**src/rtl/rgbhsv_pkg.sv**
```systemverilog
`default_nettype none

package rgbhsv_pkg;

  localparam int unsigned ChanW  = 8;
  localparam int unsigned HueW   = 15;
  localparam int unsigned SatW   = 9;
  // quotient bits produced by each long divider, and bits retired per stage
  localparam int unsigned QuoW   = 12;
  localparam int unsigned QPerSt = 2;
  localparam int unsigned DivSt  = QuoW / QPerSt;

  localparam logic [HueW-1:0] HueBaseGreen = 15'd7680;
  localparam logic [HueW-1:0] HueBaseBlue  = 15'd15360;
  localparam logic [HueW-1:0] HueFull      = 15'd23040;
  localparam logic [SatW-1:0] SatOne       = 9'd256;

  typedef enum logic [1:0] {
    SecRed   = 2'd0,
    SecGreen = 2'd1,
    SecBlue  = 2'd2
  } sector_e;

  // after max/min search
  typedef struct packed {
    logic [ChanW-1:0]  hi;
    logic [ChanW-1:0]  delta;
    logic signed [ChanW:0] diff;
    sector_e           sector;
    logic              undef;
  } front_t;

  // one slot of the two parallel long dividers
  typedef struct packed {
    logic [ChanW-1:0] hi;
    logic [ChanW-1:0] delta;
    sector_e          sector;
    logic             neg;
    logic             undef;
    logic [ChanW-1:0] rem_h;
    logic [QuoW-1:0]  nlo_h;
    logic [QuoW-1:0]  q_h;
    logic [ChanW-1:0] rem_s;
    logic [QuoW-1:0]  nlo_s;
    logic [QuoW-1:0]  q_s;
  } div_t;

endpackage

`default_nettype wire

```
**src/rtl/rgb_to_hsv_convert.sv**
```systemverilog
`default_nettype none

// rgb to hsv pixel converter. each transfer on the input channel carries one
// 8-bit rgb pixel; each transfer on the output channel carries its hsv result:
// brightness is the largest channel, saturation is floor(delta*256/max) with
// 256 meaning one, hue is in 1/64 degree (0..23039) built from a sector base
// of 0, 7680 or 15360 plus 3840*difference/delta truncated toward zero, and
// gray pixels (delta of zero) give hue 0, saturation 0 and hue_undefined set.
// ties for the maximum go to red, then green. one pixel is taken every clock
// cycle while the output is not stalled, and each result passes through, in
// order, one stage for the max/min search, one for the hue numerator, six
// for the two 12-bit long dividers (hue and saturation, two quotient bits per
// stage) and one output register. a stall at the output backs up stage by
// stage, and empty stages keep filling while later ones wait.
module rgb_to_hsv_convert
  import rgbhsv_pkg::*;
(
  input  wire logic             clk_i,
  input  wire logic             rst_ni,
  input  wire logic             in_valid_i,
  output logic                  in_ready_o,
  input  wire logic [ChanW-1:0] red_i,
  input  wire logic [ChanW-1:0] green_i,
  input  wire logic [ChanW-1:0] blue_i,
  output logic                  out_valid_o,
  input  wire logic             out_ready_i,
  output logic [HueW-1:0]       hue_o,
  output logic [SatW-1:0]       saturation_o,
  output logic [ChanW-1:0]      brightness_o,
  output logic                  hue_undefined_o
);

  // two restoring division steps on both dividers
  function automatic div_t div_step2(div_t s);
    div_t            r;
    logic [ChanW:0]  t;
    r = s;
    for (int i = 0; i < QPerSt; i++) begin
      // hue divider: divisor is delta
      t = {r.rem_h, r.nlo_h[QuoW-1]};
      if (t >= {1'b0, r.delta}) begin
        t = t - {1'b0, r.delta};
        r.q_h = {r.q_h[QuoW-2:0], 1'b1};
      end else begin
        r.q_h = {r.q_h[QuoW-2:0], 1'b0};
      end
      r.rem_h = t[ChanW-1:0];
      r.nlo_h = {r.nlo_h[QuoW-2:0], 1'b0};
      // saturation divider: divisor is max
      t = {r.rem_s, r.nlo_s[QuoW-1]};
      if (t >= {1'b0, r.hi}) begin
        t = t - {1'b0, r.hi};
        r.q_s = {r.q_s[QuoW-2:0], 1'b1};
      end else begin
        r.q_s = {r.q_s[QuoW-2:0], 1'b0};
      end
      r.rem_s = t[ChanW-1:0];
      r.nlo_s = {r.nlo_s[QuoW-2:0], 1'b0};
    end
    return r;
  endfunction

  // ---------------------------------------------------------------------------
  // stall chain: a stage loads when it is empty or its successor loads
  // ---------------------------------------------------------------------------
  logic              out_en;
  logic [DivSt:0]    div_en;
  logic              front_en;

  logic              front_v_q;
  front_t            front_q, front_d;
  logic [DivSt:0]    div_v_q;
  div_t              div_q [DivSt+1];
  div_t              div_d [DivSt+1];

  logic              out_v_q;
  logic [HueW-1:0]   hue_q, hue_d;
  logic [SatW-1:0]   sat_q, sat_d;
  logic [ChanW-1:0]  bright_q;
  logic              undef_q;

  assign out_en = !out_v_q || out_ready_i;

  always_comb begin
    div_en[DivSt] = !div_v_q[DivSt] || out_en;
    for (int k = DivSt - 1; k >= 0; k--) begin
      div_en[k] = !div_v_q[k] || div_en[k+1];
    end
  end

  assign front_en   = !front_v_q || div_en[0];
  assign in_ready_o = front_en;

  // ---------------------------------------------------------------------------
  // stage 1: max, min, delta, sector and signed channel difference
  // ---------------------------------------------------------------------------
  always_comb begin
    logic [ChanW-1:0] hi;
    logic [ChanW-1:0] lo;
    hi = (red_i > green_i) ? red_i : green_i;
    lo = (red_i < green_i) ? red_i : green_i;
    hi = (hi > blue_i) ? hi : blue_i;
    lo = (lo < blue_i) ? lo : blue_i;
    front_d.hi    = hi;
    front_d.delta = hi - lo;
    front_d.undef = (hi == lo);
    if (red_i == hi) begin
      front_d.sector = SecRed;
      front_d.diff   = $signed({1'b0, green_i}) - $signed({1'b0, blue_i});
    end else if (green_i == hi) begin
      front_d.sector = SecGreen;
      front_d.diff   = $signed({1'b0, blue_i}) - $signed({1'b0, red_i});
    end else begin
      front_d.sector = SecBlue;
      front_d.diff   = $signed({1'b0, red_i}) - $signed({1'b0, green_i});
    end
  end

  always_ff @(posedge clk_i or negedge rst_ni) begin
    if (!rst_ni) begin
      front_v_q <= 1'b0;
    end else if (front_en) begin
      front_v_q <= in_valid_i;
    end
  end

  always_ff @(posedge clk_i) begin
    if (front_en) begin
      front_q <= front_d;
    end
  end

  // ---------------------------------------------------------------------------
  // stage 2: hue numerator 3840*|diff|, saturation numerator delta*256,
  // both split into the starting remainder and the bits still to shift in
  // ---------------------------------------------------------------------------
  always_comb begin
    logic [ChanW:0]        dneg;
    logic [ChanW-1:0]      mag;
    logic [ChanW+QuoW-1:0] num_h;
    dneg  = -front_q.diff;
    mag   = front_q.diff[ChanW] ? dneg[ChanW-1:0] : front_q.diff[ChanW-1:0];
    // 3840 = 4096 - 256
    num_h = {mag, 12'b0} - {4'b0, mag, 8'b0};
    div_d[0].hi     = front_q.hi;
    div_d[0].delta  = front_q.delta;
    div_d[0].sector = front_q.sector;
    div_d[0].neg    = front_q.diff[ChanW];
    div_d[0].undef  = front_q.undef;
    div_d[0].rem_h  = num_h[ChanW+QuoW-1:QuoW];
    div_d[0].nlo_h  = num_h[QuoW-1:0];
    div_d[0].q_h    = '0;
    div_d[0].rem_s  = {4'b0, front_q.delta[ChanW-1:4]};
    div_d[0].nlo_s  = {front_q.delta[3:0], 8'b0};
    div_d[0].q_s    = '0;
  end

  // ---------------------------------------------------------------------------
  // divider stages: two quotient bits per stage on each divider
  // ---------------------------------------------------------------------------
  for (genvar k = 1; k <= DivSt; k++) begin : g_div
    assign div_d[k] = div_step2(div_q[k-1]);
  end

  for (genvar k = 0; k <= DivSt; k++) begin : g_div_reg
    logic prev_v;
    if (k == 0) begin : g_first
      assign prev_v = front_v_q;
    end else begin : g_rest
      assign prev_v = div_v_q[k-1];
    end

    always_ff @(posedge clk_i or negedge rst_ni) begin
      if (!rst_ni) begin
        div_v_q[k] <= 1'b0;
      end else if (div_en[k]) begin
        div_v_q[k] <= prev_v;
      end
    end

    always_ff @(posedge clk_i) begin
      if (div_en[k]) begin
        div_q[k] <= div_d[k];
      end
    end
  end

  // ---------------------------------------------------------------------------
  // output stage: sign of the quotient, sector base, wrap of negative hue
  // ---------------------------------------------------------------------------
  always_comb begin
    logic signed [HueW:0] qs;
    logic signed [HueW:0] hs;
    logic [HueW-1:0]      base;
    unique case (div_q[DivSt].sector)
      SecRed:   base = '0;
      SecGreen: base = HueBaseGreen;
      SecBlue:  base = HueBaseBlue;
      default:  base = '0;
    endcase
    qs = $signed({4'b0, div_q[DivSt].q_h});
    hs = $signed({1'b0, base}) + (div_q[DivSt].neg ? -qs : qs);
    if (hs[HueW]) begin
      hs = hs + $signed({1'b0, HueFull});
    end
    if (div_q[DivSt].undef) begin
      hue_d = '0;
      sat_d = '0;
    end else begin
      hue_d = hs[HueW-1:0];
      sat_d = div_q[DivSt].q_s[SatW-1:0];
    end
  end

  always_ff @(posedge clk_i or negedge rst_ni) begin
    if (!rst_ni) begin
      out_v_q <= 1'b0;
    end else if (out_en) begin
      out_v_q <= div_v_q[DivSt];
    end
  end

  always_ff @(posedge clk_i) begin
    if (out_en) begin
      hue_q    <= hue_d;
      sat_q    <= sat_d;
      bright_q <= div_q[DivSt].hi;
      undef_q  <= div_q[DivSt].undef;
    end
  end

  assign out_valid_o     = out_v_q;
  assign hue_o           = hue_q;
  assign saturation_o    = sat_q;
  assign brightness_o    = bright_q;
  assign hue_undefined_o = undef_q;

endmodule

`default_nettype wire

```
**config.mk**
```make
export PLATFORM = sky130hd
export DESIGN_NAME = rgb_to_hsv_convert
export DESIGN_NICKNAME = d
export VERILOG_FILES = /design/src/rtl/rgbhsv_pkg.sv /design/src/rtl/rgb_to_hsv_convert.sv
export SDC_FILE = /design/constraint.sdc
export NUM_CORES = 1
export LEC_CHECK = 0
export BUFFER_PORTS_ARGS = -buffer_cell sky130_fd_sc_hd__buf_2
export CAP_MARGIN = 20
export CELL_PAD_IN_SITES_DETAIL_PLACEMENT = 2
export CELL_PAD_IN_SITES_GLOBAL_PLACEMENT = 2
export CORE_ASPECT_RATIO = 0.9
export CORE_UTILIZATION = 40
export DETAILED_ROUTE_END_ITERATION = 10
export GPL_TIMING_DRIVEN = 0
export MAX_ROUTING_LAYER = met4
export PLACE_DENSITY_LB_ADDON = 0.1
export SYNTH_ARGS = -nofsm -noshare
export SYNTH_HDL_FRONTEND = slang
export SYNTH_SLANG_ARGS = --single-unit
```
**constraint.sdc**
```tcl
create_clock -name clk_i -period 5.74 [get_ports clk_i]
set_clock_uncertainty 0.1 [all_clocks]
set_input_delay 0.287 -clock clk_i [delete_from_list [all_inputs] [get_ports clk_i]]
set_output_delay 0.287 -clock clk_i [all_outputs]
set_load 0.005 [all_outputs]
```
; ---- Word level (Yosys, flattened, before mapping)
; Memories as Yosys holds them, arrays and structs flattened.
; Cells that the tools add are included.
[totals]
ram_bits = 574
output_inout_bits = 35
n_memories = 1
elab_cells = 175
ff_bits = 70
inputBits = 28
[mem_list]
columns = name, words, width, rd, rd_ports_with_merged_regs, wr, line_no
row1 = div_q, 7, 82, 7, 0, 7, rgb_to_hsv_convert.sv:73  ; div_t div_q [DivSt+1];
[classes]
mux = 72
eq_ne = 5
addsub = 33
order_cmp = 28
reduce_logical = 18
[ops]
columns = op, count
row1 = 2-to-1 mux 8 bit, 29
row2 = greater-or-equal comparator 9 x 8 -> 1 bit, 24
row3 = subtractor 8 bit, 25
row4 = 2-to-1 mux 1 bit, 38
row5 = case mux 14 bit (2 select lines), 1
row6 = subtractor 8 x 8 -> 9 bit, 3
row7 = == test 8 bit, 3
row8 = 2-to-1 mux 11 bit, 2
row9 = subtractor 20 x 16 -> 20 bit, 1
row10 = adder 15 x 16 -> 16 bit, 1
row11 = greater-than comparator 8 bit, 2
row12 = < comparator 8 bit, 2
row13 = 2-to-1 mux 16 bit, 1
row14 = negator 12 -> 16 bit, 1
row15 = adder 15 bit (second input constant), 1
row16 = 2-to-1 mux 15 bit, 1
row17 = logical NOT 1 bit, 9
row18 = logical OR 1 bit, 9
row19 = negator 8 bit, 1
row20 = == test 2 x 1 -> 1 bit (second input constant), 1
row21 = == test 2 bit (second input constant), 1

; ---- Longest topological paths before layout
[logic_depth]
word_depth = 11
ltp_mapped = 24
ltp_nobuf = 23

; ---- Least setup slack after synthesis
; Ideal clock, no wire load.
[synth_timing]
kind = register to register
start = mem div_q[1][67] (netlist name)
end = mem div_q[2][56] (netlist name), data pin
t_required_ns = 5.380
path_buffers = 1
slack_ns = 0.367
t_arrival_ns = 5.013
synth_period_minus_slack_ns = 5.373
setup_ns = 0.260
path_stages_with_launch = 25
path_cell_list = edfxtp_1 inv_1 ha_1 nor2b_1 o21ai_1 a21boi_1 o21ai_0 a21boi_1 o21a_1 o21ai_0 nor2b_1 clkbuf_1 mux2_2 inv_1 ha_1 nor2b_1 o21ai_0 a21boi_1 o21ai_0 nand2b_1 a21o_1 a21o_1 o21bai_1 a221oi_4 mux2_2
[synth_lines]
columns = item, line_no
row1 = start: declaration, rgb_to_hsv_convert.sv:73

==> results.ini <==
[yosys]
yosysSeqAreaShare_pct=46.3
ys.flop_type=edfxtp_1
synth_edf_count=354
synthDistinctLibCells=65
async_flop_share_pct=2.48
syn_inst=2046
synth_nets=2332
ys_warn_count=0
synth-seq-cells=363
syn_area_um2=23400
avgSynthCellArea_um2=11.5

[grt]
grt_usage_pct=21.2
grt_max_degree=42
grt_pass1_wl_um=97500
grt_pass1_vias=18000
grt-ovfl-total=0
antenna_found_initial=2

[cts]
cts-root-buf=clkbuf_16
clkSinkCount=363
cts_tree=built
cts_buffers=42
clkTransAtPathRegs_ps=70
clk_latency_ps=580
cts-htree-levels=2
cts_buffer_depth=3

[cells_and_area]
nets=2482
final_cell_area_um2=26700
drive_gt1_share_pct=17.1
area_growth_pct=14.0
mostFrequentLayoutCell=edfxtp_1
insertedDiodeCount=0
final_cell_mix=edfxtp_1, ha_1, inv_1
nFillCells=5778

[sta]
worstMarginPinSlew_ps=917
finalMaxSlewViolations=0
layout_setup_ws_ps=256
setup_viol=0
finalHoldViolations=0
min_period_over_period_pct=95.5
clock.fmax_mhz=182
slew_headroom_pct=38.8
period_needed_ps=5480

[die]
core-area_um2=57400
dieArea_um2=59600
io_pins=63
start_util_pct=40.8
die_x_um=257
rows=83
die_height_um=232

[critical_path]
path_class=reg2reg
critPathLaunchType=flip-flop
end_kind=flip-flop
worst-path-max-fanout=8
worst_ep_required_time_ps=5950
cp_data_arrival_time_ps=5700

[run_status]
outcome=finished clean

[route]
drc_errors=0
vias_per_cell=5.32
drt_iter0_drc=561
antenna_left=0
drt-pass1-iter-count=5
wl_per_cell_um=20.5
totalWireLength_um=61400
dr_total_vias=15900

[worst_hold_path]
min_path_type=in2reg

[placed_design]
dpl_cell_area_um2=24900
dp_slack_ps=-997
port_buffers=62
dp.final_hpwl_um=47800
place_congestion=0.856

[job]
drv_cap=0

## worst paths after layout
path	startpoint	to	slack (ps)	cells after the start
worst max-delay path	div_q[1][67]	div_q[2][56]	260	25
worst min-delay path	out_ready_i	out_valid_o	70	3
worst max register to register	div_q[1][67]	div_q[2][56]	260	25
worst min register to register	div_q[1][30]	div_q[2][32]	310	0
max in group asynchronous	rst_ni	g_div_reg[2].prev_v	5220	2
min in group asynchronous	rst_ni	g_div_reg[5].prev_v	80	2
## flip-flops by register name, indices dropped and copies added (netlist names)
| register | flops |
|---|---|
| div_q | 293 |
| div_d | 20 |
| hue_o | 15 |
| saturation_o | 9 |
| brightness_o | 8 |
| front_q | 8 |
| g_div.prev_v | 6 |
| div_v_q | 1 |
| front_v_q | 1 |
| hue_undefined_o | 1 |
| out_valid_o | 1 |
## area by class of cell
class / count / area (µm²) / area share, %
Clock buffer: 50 / 1080 / 4.05
Sequential cell: 363 / 10900 / 40.6
Buffer: 24 / 146 / 0.548
Multi-Input combinational cell: 1422 / 11700 / 43.7
Timing Repair Buffer: 106 / 847 / 3.17
Inverter: 237 / 892 / 3.34
Tap cell: 765 / 957 / 3.58
Clock inverter: 26 / 274 / 1.03
## cells by family (layout without fill, tap and decap cells)
group / after synthesis / after routing / synth area share (%)
compound gates: 375 / 375 / 10.9
xor+xnor: 151 / 151 / 5.68
fa+ha+maj: 259 / 259 / 14.5
buf+inv: 261 / 443 / 4.25
mux: 185 / 185 / 8.72
simple gates: 452 / 452 / 9.64
flops: 363 / 363 / 46.3
## cell usage after synthesis (all sizes together) (40+ instances only)
cell	count	share of area, %
nand2b	42	1.1
mux2	141	6.8
nand2	72	1.2
edfxtp	354	45
mux2i	44	1.9
o21ai	123	2.6
xnor2	87	3.3
ha	238	13
a21o	40	1.3
nor2	155	2.5
inv	237	3.8
a21oi	87	1.9
xor2	64	2.4
nor2b	64	1.7
## timing repair
action                                  in CTS  in global routing
endpoints found under the hold margin       10                  0
pin swaps                                    9                 10
endpoints found under the setup margin      79                 79
buffers inserted                            17                 19
resized for setup                           30                 47
hold buffers                                 2                  0
## per-layer routing
metal	part of all wire (%)	GRT usage, %	routed length (µm)
met2	51	38.3	31400
met3	2.7	2.58	1660
met1	44	25.0	27000
met5	0	-	0
met4	2.1	5.28	1300
## worst max-delay path, stage by stage, from the launching register on
cell and delay (ps):
edfxtp_1 440, inv_4 140, ha_1 250, nor2b_1 150
o21ai_2 160, a21boi_1 120, o21ai_1 210, a21boi_1 140
o21a_1 210, o21ai_2 160, nor2b_2 180, buf_6 160
mux2_2 380, inv_1 70, ha_1 270, nor2b_1 160
o21ai_2 140, a21boi_1 110, o21ai_1 150, nand2b_1 130
a21o_1 200, a21o_1 200, o21bai_1 200, a221oi_4 290
buf_4 180, mux2_2 330
## metrics by stage
stage               hold WS [ps]  std cells  TNS [ps]  util (%)
floorplan                   -109       2046         0         -
global placement            70.0       2873    -17600      43.0
detailed placement          79.9       2879    -34440      43.3
CTS                         8.27       2974         0      46.1
global route                60.0       2993      -410      46.5
finish                      74.5       2993         0      46.5
Power is not shown: default switching activity piles up to over one toggle a cycle in this logic, so the estimate is an artifact.
